$ cat src/hdl/slp_pkg.sv
// shared types, codes and reset values for the star layer plotter
package slp_pkg;

   // board modes carried on the mode field
   localparam logic [2:0] MODE_SCROLL      = 3'd0;
   localparam logic [2:0] MODE_BLINK_HALF  = 3'd1;
   localparam logic [2:0] MODE_BLINK       = 3'd2;
   localparam logic [2:0] MODE_SCROLL_MASK = 3'd3;
   localparam logic [2:0] MODE_BLINK_LEFT  = 3'd4;

   // register indexes on the csr port
   localparam logic [2:0] REG_FLIP_X        = 3'd0;
   localparam logic [2:0] REG_FLIP_Y        = 3'd1;
   localparam logic [2:0] REG_SCROLL_POS    = 3'd2;
   localparam logic [2:0] REG_BLINK_PHASE   = 3'd3;
   localparam logic [2:0] REG_SCREEN_WIDTH  = 3'd4;
   localparam logic [2:0] REG_SCREEN_HEIGHT = 3'd5;
   localparam logic [2:0] REG_COLUMN_MASK   = 3'd6;

   // blink phases
   localparam logic [1:0] BLINK_COL_BIT0 = 2'd0;
   localparam logic [1:0] BLINK_COL_BIT2 = 2'd1;
   localparam logic [1:0] BLINK_Y_BIT1   = 2'd2;

   localparam int CSR_DATA_W = 32;

   localparam logic [8:0] WIDTH_RESET  = 9'd256;
   localparam logic [8:0] HEIGHT_RESET = 9'd224;
   localparam logic [7:0] HALF_X_LIMIT = 8'd240;
   localparam logic [7:0] LEFT_X_LIMIT = 8'd128;
   localparam logic [7:0] ROW_OFFSET   = 8'd16;

   typedef struct packed {
      logic        flip_x;
      logic        flip_y;
      logic [16:0] scroll_pos;
      logic [1:0]  blink_phase;
      logic [8:0]  screen_width;
      logic [8:0]  screen_height;
      logic [31:0] column_mask;
   } cfg_type;

   typedef struct packed {
      logic [2:0] mode;
      logic [8:0] star_x;
      logic [7:0] star_y;
      logic [5:0] star_colour;
   } star_type;

   typedef struct packed {
      logic       plot;
      logic [7:0] pixel_x;
      logic [7:0] pixel_y;
      logic [5:0] colour;
   } pixel_type;

endpackage

$ cat src/hdl/slp_csr.sv
// configuration registers of the star layer plotter
module slp_csr (
   input  logic                                clock,
   input  logic                                reset,
   input  logic                                csr_write,
   input  logic [2:0]                          csr_index,
   input  logic [slp_pkg::CSR_DATA_W-1:0]      csr_wdata,
   output slp_pkg::cfg_type                    cfg
);
   import slp_pkg::*;

   cfg_type cfg_ff, cfg_in;

   always_comb begin
      cfg_in = cfg_ff;
      if (csr_write) begin
         case (csr_index)
            REG_FLIP_X:        cfg_in.flip_x        = csr_wdata[0];
            REG_FLIP_Y:        cfg_in.flip_y        = csr_wdata[0];
            REG_SCROLL_POS:    cfg_in.scroll_pos    = csr_wdata[16:0];
            REG_BLINK_PHASE:   cfg_in.blink_phase   = csr_wdata[1:0];
            REG_SCREEN_WIDTH:  cfg_in.screen_width  = csr_wdata[8:0];
            REG_SCREEN_HEIGHT: cfg_in.screen_height = csr_wdata[8:0];
            REG_COLUMN_MASK:   cfg_in.column_mask   = csr_wdata[31:0];
            default:           cfg_in = cfg_ff;
         endcase
      end
   end

   always_ff @(posedge clock) begin
      if (reset) begin
         cfg_ff.flip_x        <= 1'b0;
         cfg_ff.flip_y        <= 1'b0;
         cfg_ff.scroll_pos    <= '0;
         cfg_ff.blink_phase   <= '0;
         cfg_ff.screen_width  <= WIDTH_RESET;
         cfg_ff.screen_height <= HEIGHT_RESET;
         cfg_ff.column_mask   <= '0;
      end else begin
         cfg_ff <= cfg_in;
      end
   end

   assign cfg = cfg_ff;

endmodule

$ cat src/hdl/slp_plot.sv
// per-star scroll, visibility, column mask, flip, offset and clip logic
module slp_plot (
   input  slp_pkg::cfg_type   cfg,
   input  slp_pkg::star_type  star,
   output slp_pkg::pixel_type pixel
);
   import slp_pkg::*;

   logic [17:0] sum;
   logic [7:0]  half_x;
   logic [7:0]  raw_x;
   logic [7:0]  raw_y;
   logic        blink_ok;
   logic        mode_ok;
   logic [7:0]  fx;
   logic [7:0]  fy;
   logic [4:0]  col_idx;
   logic        mask_ok;
   logic        clip_ok;
   logic        draw;

   always_comb begin
      sum    = {9'd0, star.star_x} + {1'b0, cfg.scroll_pos};
      half_x = star.star_x[8:1];

      case (cfg.blink_phase)
         BLINK_COL_BIT0: blink_ok = star.star_colour[0];
         BLINK_COL_BIT2: blink_ok = star.star_colour[2];
         BLINK_Y_BIT1:   blink_ok = star.star_y[1];
         default:        blink_ok = 1'b1;
      endcase

      raw_x = half_x;
      raw_y = star.star_y;
      case (star.mode)
         MODE_SCROLL, MODE_SCROLL_MASK: begin
            raw_x   = sum[8:1];
            raw_y   = star.star_y + sum[16:9];
            mode_ok = raw_y[0] ^ raw_x[3];
         end
         MODE_BLINK_HALF: begin
            // checkerboard on halved row
            mode_ok = (star.star_y[1] ^ half_x[3]) && blink_ok && (half_x < HALF_X_LIMIT);
         end
         MODE_BLINK: begin
            mode_ok = (star.star_y[0] ^ half_x[3]) && blink_ok;
         end
         MODE_BLINK_LEFT: begin
            mode_ok = (star.star_y[0] ^ half_x[3]) && blink_ok && (half_x < LEFT_X_LIMIT);
         end
         default: begin
            mode_ok = 1'b0;
         end
      endcase

      // 255 - v on eight bits is the complement
      fx = cfg.flip_x ? ~raw_x : raw_x;
      fy = cfg.flip_y ? ~raw_y : raw_y;

      col_idx = fx[7:3] + 5'd1;
      mask_ok = (star.mode != MODE_SCROLL_MASK) || cfg.column_mask[col_idx];

      clip_ok = (fy >= ROW_OFFSET)
             && ({1'b0, fy - ROW_OFFSET} < cfg.screen_height)
             && ({1'b0, fx} < cfg.screen_width);

      draw = mode_ok && mask_ok && clip_ok;

      pixel.plot    = draw;
      pixel.pixel_x = draw ? fx : 8'd0;
      pixel.pixel_y = draw ? fy - ROW_OFFSET : 8'd0;
      pixel.colour  = draw ? star.star_colour : 6'd0;
   end

endmodule

$ cat src/hdl/star_layer_plotter.sv
// top level of the star layer plotter
//
// one star record is taken on every clock at which start is high; busy is
// always low, so records can stream back to back. each record gives exactly
// one result: the record is registered in star_ff, the plot decision is
// made in one pass of shallow logic, and the result register drives the rsp_
// ports for a single cycle with rsp_valid high. the receiver cannot stall, so
// it must take every result in the cycle it appears. a star that is not drawn
// comes back with rsp_plot low and all other result fields zero. the csr_
// registers take effect on the next clock and are meant to be written only
// while no record is in flight.
module star_layer_plotter (
   input  logic                           clock,
   input  logic                           reset,
   // command side
   input  logic                           start,
   output logic                           busy,
   input  logic [2:0]                     req_mode,
   input  logic [8:0]                     req_star_x,
   input  logic [7:0]                     req_star_y,
   input  logic [5:0]                     req_star_colour,
   // result side
   output logic                           rsp_valid,
   output logic                           rsp_plot,
   output logic [7:0]                     rsp_pixel_x,
   output logic [7:0]                     rsp_pixel_y,
   output logic [5:0]                     rsp_colour,
   // configuration writes
   input  logic                           csr_write,
   input  logic [2:0]                     csr_index,
   input  logic [slp_pkg::CSR_DATA_W-1:0] csr_wdata
);
   import slp_pkg::*;

   cfg_type   cfg;
   star_type  star_ff, star_in;
   logic      star_valid_ff;
   pixel_type pixel;
   pixel_type rsp_ff;
   logic      rsp_valid_ff;

   // no stall anywhere: a transfer can start on every clock
   assign busy = 1'b0;

   slp_csr u_csr (
      .clock     (clock),
      .reset     (reset),
      .csr_write (csr_write),
      .csr_index (csr_index),
      .csr_wdata (csr_wdata),
      .cfg       (cfg)
   );

   // input register
   always_comb begin
      star_in.mode        = req_mode;
      star_in.star_x      = req_star_x;
      star_in.star_y      = req_star_y;
      star_in.star_colour = req_star_colour;
   end

   always_ff @(posedge clock) begin
      if (reset) begin
         star_valid_ff <= 1'b0;
      end else begin
         star_valid_ff <= start && !busy;
      end
   end

   always_ff @(posedge clock) begin
      if (start && !busy) begin
         star_ff <= star_in;
      end
   end

   // single pass of plot logic
   slp_plot u_plot (
      .cfg   (cfg),
      .star  (star_ff),
      .pixel (pixel)
   );

   // result register, one-cycle strobe
   always_ff @(posedge clock) begin
      if (reset) begin
         rsp_valid_ff <= 1'b0;
      end else begin
         rsp_valid_ff <= star_valid_ff;
      end
   end

   always_ff @(posedge clock) begin
      if (star_valid_ff) begin
         rsp_ff <= pixel;
      end
   end

   assign rsp_valid   = rsp_valid_ff;
   assign rsp_plot    = rsp_ff.plot;
   assign rsp_pixel_x = rsp_ff.pixel_x;
   assign rsp_pixel_y = rsp_ff.pixel_y;
   assign rsp_colour  = rsp_ff.colour;

endmodule
$ cat config.mk
export PLATFORM = sky130hd
export DESIGN_NAME = star_layer_plotter
export DESIGN_NICKNAME = d
export VERILOG_FILES = /design/src/hdl/slp_pkg.sv /design/src/hdl/slp_csr.sv /design/src/hdl/slp_plot.sv /design/src/hdl/star_layer_plotter.sv
export SDC_FILE = /design/constraint.sdc
export NUM_CORES = 1
export LEC_CHECK = 0
export ABC_CLOCK_PERIOD_IN_PS = 7900
export BUFFER_PORTS_ARGS = -buffer_cell sky130_fd_sc_hd__clkbuf_2
export CORE_ASPECT_RATIO = 1.5
export CORE_MARGIN = 4
export CORE_UTILIZATION = 42
export CTS_BUF_LIST = sky130_fd_sc_hd__clkbuf_8
export DETAILED_ROUTE_END_ITERATION = 10
export SETUP_SLACK_MARGIN = 0.5
export SLEW_MARGIN = 20
export SYNTH_ARGS = -nofsm -noshare
export SYNTH_HDL_FRONTEND = slang
export SYNTH_SLANG_ARGS = --single-unit
$ cat constraint.sdc
create_clock -name clock -period 7.9 [get_ports clock]
set_input_delay 1.185 -clock clock [delete_from_list [all_inputs] [get_ports clock]]
set_output_delay 1.185 -clock clock [all_outputs]
set_load 0.005 [all_outputs]
# Yosys cells after proc, flatten, opt, wreduce, memory -nomap -nowiden
# Index checks and enable logic that the tools add are counted.
# totals
regBits,122
in_bits,65
out_inout_bits,25
# op_classes
n_reduce_logical,20
n_lt_le_gt_ge,6
n_bitwise,5
mux,8
addsub,4
eq_ne,13
# ops
op,n
$mux W8,4
$lt A8 B9 Y1,2
$add A9 B17 Y17,1
$lt A8 B8 Y1 const B,2
$not A8 Y8,2
$reduce_and A2 Y1,7
$eq A3 B2 Y1 const B,4
$eq A3 B3 Y1 const B,4
$add A8 B8 Y8,1
$ge A8 B5 Y1 const B,1
$logic_and A1 B1 Y1,8
$sub A8 B5 Y8 const B,1
$eq A3 B1 Y1 const B,2
$logic_not A3 Y1,2
$lt A5 B6 Y1 const B,1
$add A5 B1 Y5 const B,1
$bmux W1 S5,1
$pmux W1 S4,1
$ne A3 B2 Y1 const B,1
$pmux W1 S3,1
$xor A1 B1 Y1,3
$eq A2 B1 Y1 const B,1
$eq A2 B2 Y1 const B,1
$logic_not A2 Y1,1
3 further kinds,3

# Logic depth before layout (Yosys ltp)
# logic_depth
word_depth,11
depth_mapped,30
ltp_nobuf,29

# By module
# From an unflattened synthesis, not the netlist that was laid out.
# hier_totals
cells_unflattened,675
area_unflattened_um2,7300.8
# modules_own_cells
module,instances,seq_area_each_um2,cells_each,area_per_inst_um2
slp_csr,1,1421.4,283,3076.7
slp_plot,1,0.0,337,2688.8
star_layer_plotter,1,1511.4,55,1535.2

# Worst setup path after synthesis
# Ideal clock, no wire load.
# synth_timing
path_type,register to register
startpoint,register star_ff[14] (netlist name)
endpoint,"register rsp_ff, in the netlist rsp_pixel_x[7] (data pin)"
setup_ns,0.129
synth_period_minus_slack_ns,5.496
t_arrival_ns,5.367
path_stages_with_launch,30
slack_ns,2.404
required_time_ns,7.771
path_cell_list,edfxtp_1 -> and2_1 -> fa_1 -> a21o_1 -> a221oi_1 -> nor2_1 -> a21o_1 -> a21oi_1 -> nand2b_1 -> xnor2_1 -> inv_1 -> fa_1 -> nor2b_1 -> o21ai_0 -> a21boi_0 -> o21a_1 -> nor3_1 -> o31ai_1 -> xnor2_1 -> and3_1 -> xnor2_1 -> ha_1 -> nand4b_1 -> o21ai_0 -> a211oi_1 -> o31a_1 -> o211ai_1 -> a31oi_4 -> buf_6 -> and2_4
# synth_via
elab_chain_len,10
# synth_lines
item,line_no,rtl
start: declaration,star_layer_plotter.sv:36,"star_type star_ff, star_in;"
start signal: assignment,star_layer_plotter.sv:72,star_ff <= star_in;
$add A9 B17 Y17 (*),slp_plot.sv:23,"sum = {9'd0, star.star_x} + {1'b0, cfg.scroll_pos};"
$add A8 B8 Y8 / $mux W8 (equally long branches),"slp_plot.sv:38, slp_plot.sv:35",
$mux W8 / $not A8 Y8 (equally long branches),"slp_plot.sv:35, slp_plot.sv:57",
$not A8 Y8 / $mux W8 (equally long branches),"slp_plot.sv:58, slp_plot.sv:57",
$mux W8 / $add A5 B1 Y5 (equally long branches),"slp_plot.sv:58, slp_plot.sv:60",
$sub A8 B5 Y8 / $bmux W1 S5 (equally long branches),"slp_plot.sv:64, slp_plot.sv:61",
$lt A8 B9 Y1 / $mux W1 (equally long branches),"slp_plot.sv:64, slp_plot.sv:61",
$logic_and A1 B1 Y1 / $logic_or A1 B1 Y1 (equally long branches),"slp_plot.sv:64, slp_plot.sv:61",
"$logic_and A1 B1 Y1, on equally long branches","slp_plot.sv:65, slp_plot.sv:67",
$logic_and A1 B1 Y1,slp_plot.sv:67,draw = mode_ok && mask_ok && clip_ok;
end signal: assignment,star_layer_plotter.sv:94,rsp_ff <= pixel;
end: declaration,star_layer_plotter.sv:39,pixel_type rsp_ff;
# Every way passes the cells marked *; elsewhere a longest branch is shown, timed or not. The select of a mux whose other input is x is not followed.
# A chain may end at the register's enable or synchronous reset.

# Worst setup path after layout
# layout_timing
startpoint,register star_ff[14] (netlist name)
endpoint,"register rsp_ff, in the netlist rsp_colour[0] (data pin)"
# layout_via
elab_chain_len,10
# layout_lines
item,line_no
$add A9 B17 Y17 (*),slp_plot.sv:23
$add A8 B8 Y8 / $mux W8 (equally long branches),"slp_plot.sv:38, slp_plot.sv:35"
$mux W8 / $not A8 Y8 (equally long branches),"slp_plot.sv:35, slp_plot.sv:57"
$not A8 Y8 / $mux W8 (equally long branches),"slp_plot.sv:58, slp_plot.sv:57"
$mux W8 / $add A5 B1 Y5 (equally long branches),"slp_plot.sv:58, slp_plot.sv:60"
$sub A8 B5 Y8 / $bmux W1 S5 (equally long branches),"slp_plot.sv:64, slp_plot.sv:61"
$lt A8 B9 Y1 / $mux W1 (equally long branches),"slp_plot.sv:64, slp_plot.sv:61"
$logic_and A1 B1 Y1 / $logic_or A1 B1 Y1 (equally long branches),"slp_plot.sv:64, slp_plot.sv:61"
"$logic_and A1 B1 Y1, on equally long branches","slp_plot.sv:65, slp_plot.sv:67"
$logic_and A1 B1 Y1 (*),slp_plot.sv:67
# Marked as above.

==> results.txt <==
----------------------------------------------------
[Min path]
  Path category of the worst min-delay check ... register to register
  Startpoint of the most critical hold path ... u_csr.cfg[7]

[Routing]
  Total iterations of the first detailed-routing run ... 5
  Number of nets still failing antenna checks after routing ... 0
  Initial DRC count ... 161
  Sum of routed wire length over all layers ... 15300 um
  Via total after detailed routing ... 4806
  Count of unresolved DRC violations after routing ... 0
  DR vias/cell ... 5.13
  Routed length per placed instance ... 16.3 um

[Place]
  Number of placed instances, taps included ... 905
  Final Wtd Congestion ... 0.901
  Port-buffer cells ... 88
  Post-DP HPWL ... 11800 um
  Instance area after placement ... 6820 sq um

[Worst setup path]
  Worst Setup End Kind ... register
  Crit path buf inv count ... 1
  Arr. time, crit path ... 6.71 ns
  Largest driver fanout on the critical path ... 23
  Critical path origin ... star_ff[14]
  Master of the slowest instance on the critical path ... a31oi_4
  Critical Path Max Stage Delay ... 0.55 ns
  Critical path's most frequent cell ... xnor2_1
  Path type of the worst setup path ... register to register
  Crit Reg-Reg Startpoint ... star_ff[14]
  Data required time of the critical path ... 8.20 ns
  Top delay family on crit path ... compound AO/OA/AOI/OAI gates
  Critical path startpoint category ... register

[Timing]
  Relative slew margins ... 36.9%
  Period utilisation layout ... 81.2%
  Sum Neg Setup Slack ... 0 ns
  Number of endpoints with negative hold slack in the final report ... 0
  Worst clock skew on the final layout ... 0.00887 ns
  Least-Margin Pin Slew ... 0.945 ns
  RSZ-0062 raised after global routing ... false
  Worst hold slack ... 0.454 ns
  Finish-stage setup viols ... 0
  Minimum clock period ... 6.41 ns
  Highest achievable clock rate ... 156 MHz
  Number of pins with negative max-slew slack in the final report ... 0

[GRT]
  Total GRT Usage ... 18.7%
  Global-route congestion overflow total ... 0
  Pin count of the biggest net entering global routing ... 74
  Global-route wire length before repair ... 24400 um
  Initial antenna violation count ... 0
  Via count of the first global-routing pass ... 4885

[Clocking]
  Total clock buffers created by CTS ... 17
  Number of setup buffers added after CTS ... 0
  CTS root buf ... clkbuf_8
  Clock-pin slew on the worst setup and hold paths ... 0.08 ns
  # clock sinks ... 122
  Hold_buf cts ... 0
  Number of H-tree levels ... 4
  Post-cts repair resize count ... 0
  Number of buffers on the longest clock path ... 2
  Clock tree from TritonCTS ... yes
  Clock insertion delay at the later pin of the skew report ... 0.43 ns

[Synthesis]
  Fraction of registers with async set or reset after synthesis ... 0%
  Post-synthesis sequential area ratio ... 46.9%
  Netlist cell types ... 58
  Number of instances in the synthesized netlist ... 647
  Post-synth EDFFs ... 49
  YS warnings ... 0
  Avg Inst Size Synth ... 9.66 sq um
  Number of register bits inferred by synthesis ... 122
  Area of the mapped netlist ... 6250 sq um
  Flip-flop cell with the highest count after synthesis ... dfxtp_1
  Syn nets ... 745

[Power]
  Cell leakage power ... 0.00284 uW
  Maximum VDD drop ... 0.122 mV
  Power, Total ... 1460 uW
  Pwr dens ... 203 nW/um^2

[Floorplan]
  Starting Density ... 42.8%
  Placeable core region ... 14600 sq um
  Die H ... 157 um
  Number of top-level pins ... 90
  Die outline area ... 16900 sq um
  Std-Cell Rows ... 54
  Horizontal die dimension ... 108 um

[Finish]
  Share of layout cells above drive strength 1 ... 21.9%
  Net total in the final layout ... 826
  Number of standard cells in the final layout excluding fillers ... 937
  Number of diodes added for antenna fixing ... 0
  Post-route standard cell area excluding fillers ... 7200 sq um
  Area growth syn-to-layout ... 15.1%

[Status]
  Status ... finished, final reports clean

[Job]
  Max cap viols ... 0

----------------------------------------------------
state kept, by name, summed over array words and instances, names as in the netlist:
register,count
star_ff,26
rsp_plot,1
rsp_valid,1
rsp_pixel_y,8
rsp_pixel_x,8
rsp_colour,6
star_valid_ff,1
u_csr.cfg,71
stage by stage:
| step | setup WS [ns] | util [%] |
|---|---|---|
| 2_1_floorplan | 2.40 | - |
| 3_3_place_gp | 1.66 | 46.7 |
| 3_5_place_dp | 1.51 | 46.8 |
| 4_1_cts | 1.50 | 49.2 |
| 5_1_grt | 0.908 | 49.3 |
| 6_report | 1.49 | 49.3 |
cell type report:
cell class              instances  area, sq um
well taps                     196          245
multi-input cells             474         3120
clock buffers                  17          234
inverters                      23         86.3
clock inverters                15          126
flip-flops and latches        122         2930
fillers                      1440         7400
repair buffers                 90          455
power breakdown:
group | internal [uW] | leakage [uW] | switching (uW)
Clock | 247 | 0.000172 | 259
Sequential | 683 | 0.00108 | 20.2
Combinational | 108 | 0.00159 | 143
Total | 1040 | 0.00284 | 423
synthesized netlist by cell type, types with 2 or more instances:
master / count / area share [%]
o21a_1: 3 / 0.36
xor2_1: 13 / 1.8
o21ai_2: 2 / 0.28
and2_4: 18 / 2.5
nand4_1: 3 / 0.30
o21ai_0: 15 / 1.2
clkbuf_1: 18 / 1.1
o41ai_1: 2 / 0.28
nand2_1: 148 / 8.9
nand3b_1: 3 / 0.36
nor2_1: 33 / 2.0
nor2b_1: 8 / 0.80
dfxtp_1: 73 / 23
a221oi_1: 2 / 0.28
a21oi_1: 75 / 6.0
buf_1: 3 / 0.18
ha_1: 31 / 6.2
mux2i_1: 19 / 3.0
nand4b_1: 2 / 0.28
buf_2: 3 / 0.24
xnor2_2: 2 / 0.52
fa_1: 2 / 0.64
nand3_1: 5 / 0.40
edfxtp_1: 49 / 24
xnor2_1: 25 / 3.5
o31ai_1: 2 / 0.24
nor3_1: 6 / 0.48
o2111ai_1: 2 / 0.28
a21o_1: 6 / 0.72
inv_1: 23 / 1.4
a211oi_1: 3 / 0.36
and3_1: 3 / 0.30
mux4_2: 8 / 2.9
o211ai_1: 2 / 0.24
and2_1: 4 / 0.40
a211o_1: 3 / 0.42
nand2b_1: 5 / 0.50
buf_6: 3 / 0.54
worst paths after layout:
| path | endpoint | slack [ns] | depth (start not counted) |
|---|---|---|---|
| worst min-delay path | u_csr.cfg[7] | 0.45 | 2 |
| worst max register to register | rsp_colour[0] | 1.49 | 28 |
| worst max-delay path | rsp_colour[0] | 1.49 | 28 |
| worst min register to register | u_csr.cfg[7] | 0.45 | 2 |
tightest hold or removal path, stage by stage, from the launching register on:
cell and delay (ns):
dfxtp_1 0.31, nand2_1 0.05, a21oi_1 0.05
cells by family after synthesis:
logic type               after synthesis  synth area share, %
buffers and inverters                 51                 3.54
AO/OA/AOI/OAI                        125                 12.0
adder cells (fa/ha/maj)               33                 6.84
other                                  1               0.0600
multiplexers                          27                 5.92
flip-flops                           122                 46.9
AND/OR/NAND/NOR                      246                 18.2
XOR/XNOR                              42                 6.46
cell usage in the layout (no fill, tap or decap), types with 3 or more instances in the layout:
cell        count
a211o_1         3
a211oi_1        3
a21o_1          6
a21oi_1        75
and2_1          4
and2_4         18
and3_1          3
clkbuf_2       88
clkbuf_8       17
clkinv_2        4
clkinvlp_4      5
dfxtp_1        73
edfxtp_1       49
ha_1           31
inv_1          23
inv_6           3
mux2i_1        19
mux4_2          8
nand2_1       148
nand2b_1        5
nand3_1         4
nand3b_1        3
nand4_1         3
nor2_1         30
nor2b_1         8
nor3_1          6
o21a_1          3
o21ai_0        15
xnor2_1        25
xor2_1         13
layer usage:
metal | wire length, um | track usage, % | up-vias
li1 | - | - | 2388
met1 | 5950 | 20.5 | 2259
met4 | 571 | 8.97 | 0
met5 | 0 | 0 | -
met3 | 617 | 3.90 | 31
met2 | 8170 | 34.1 | 128
Note: power is estimated with default switching activity, not from simulation.
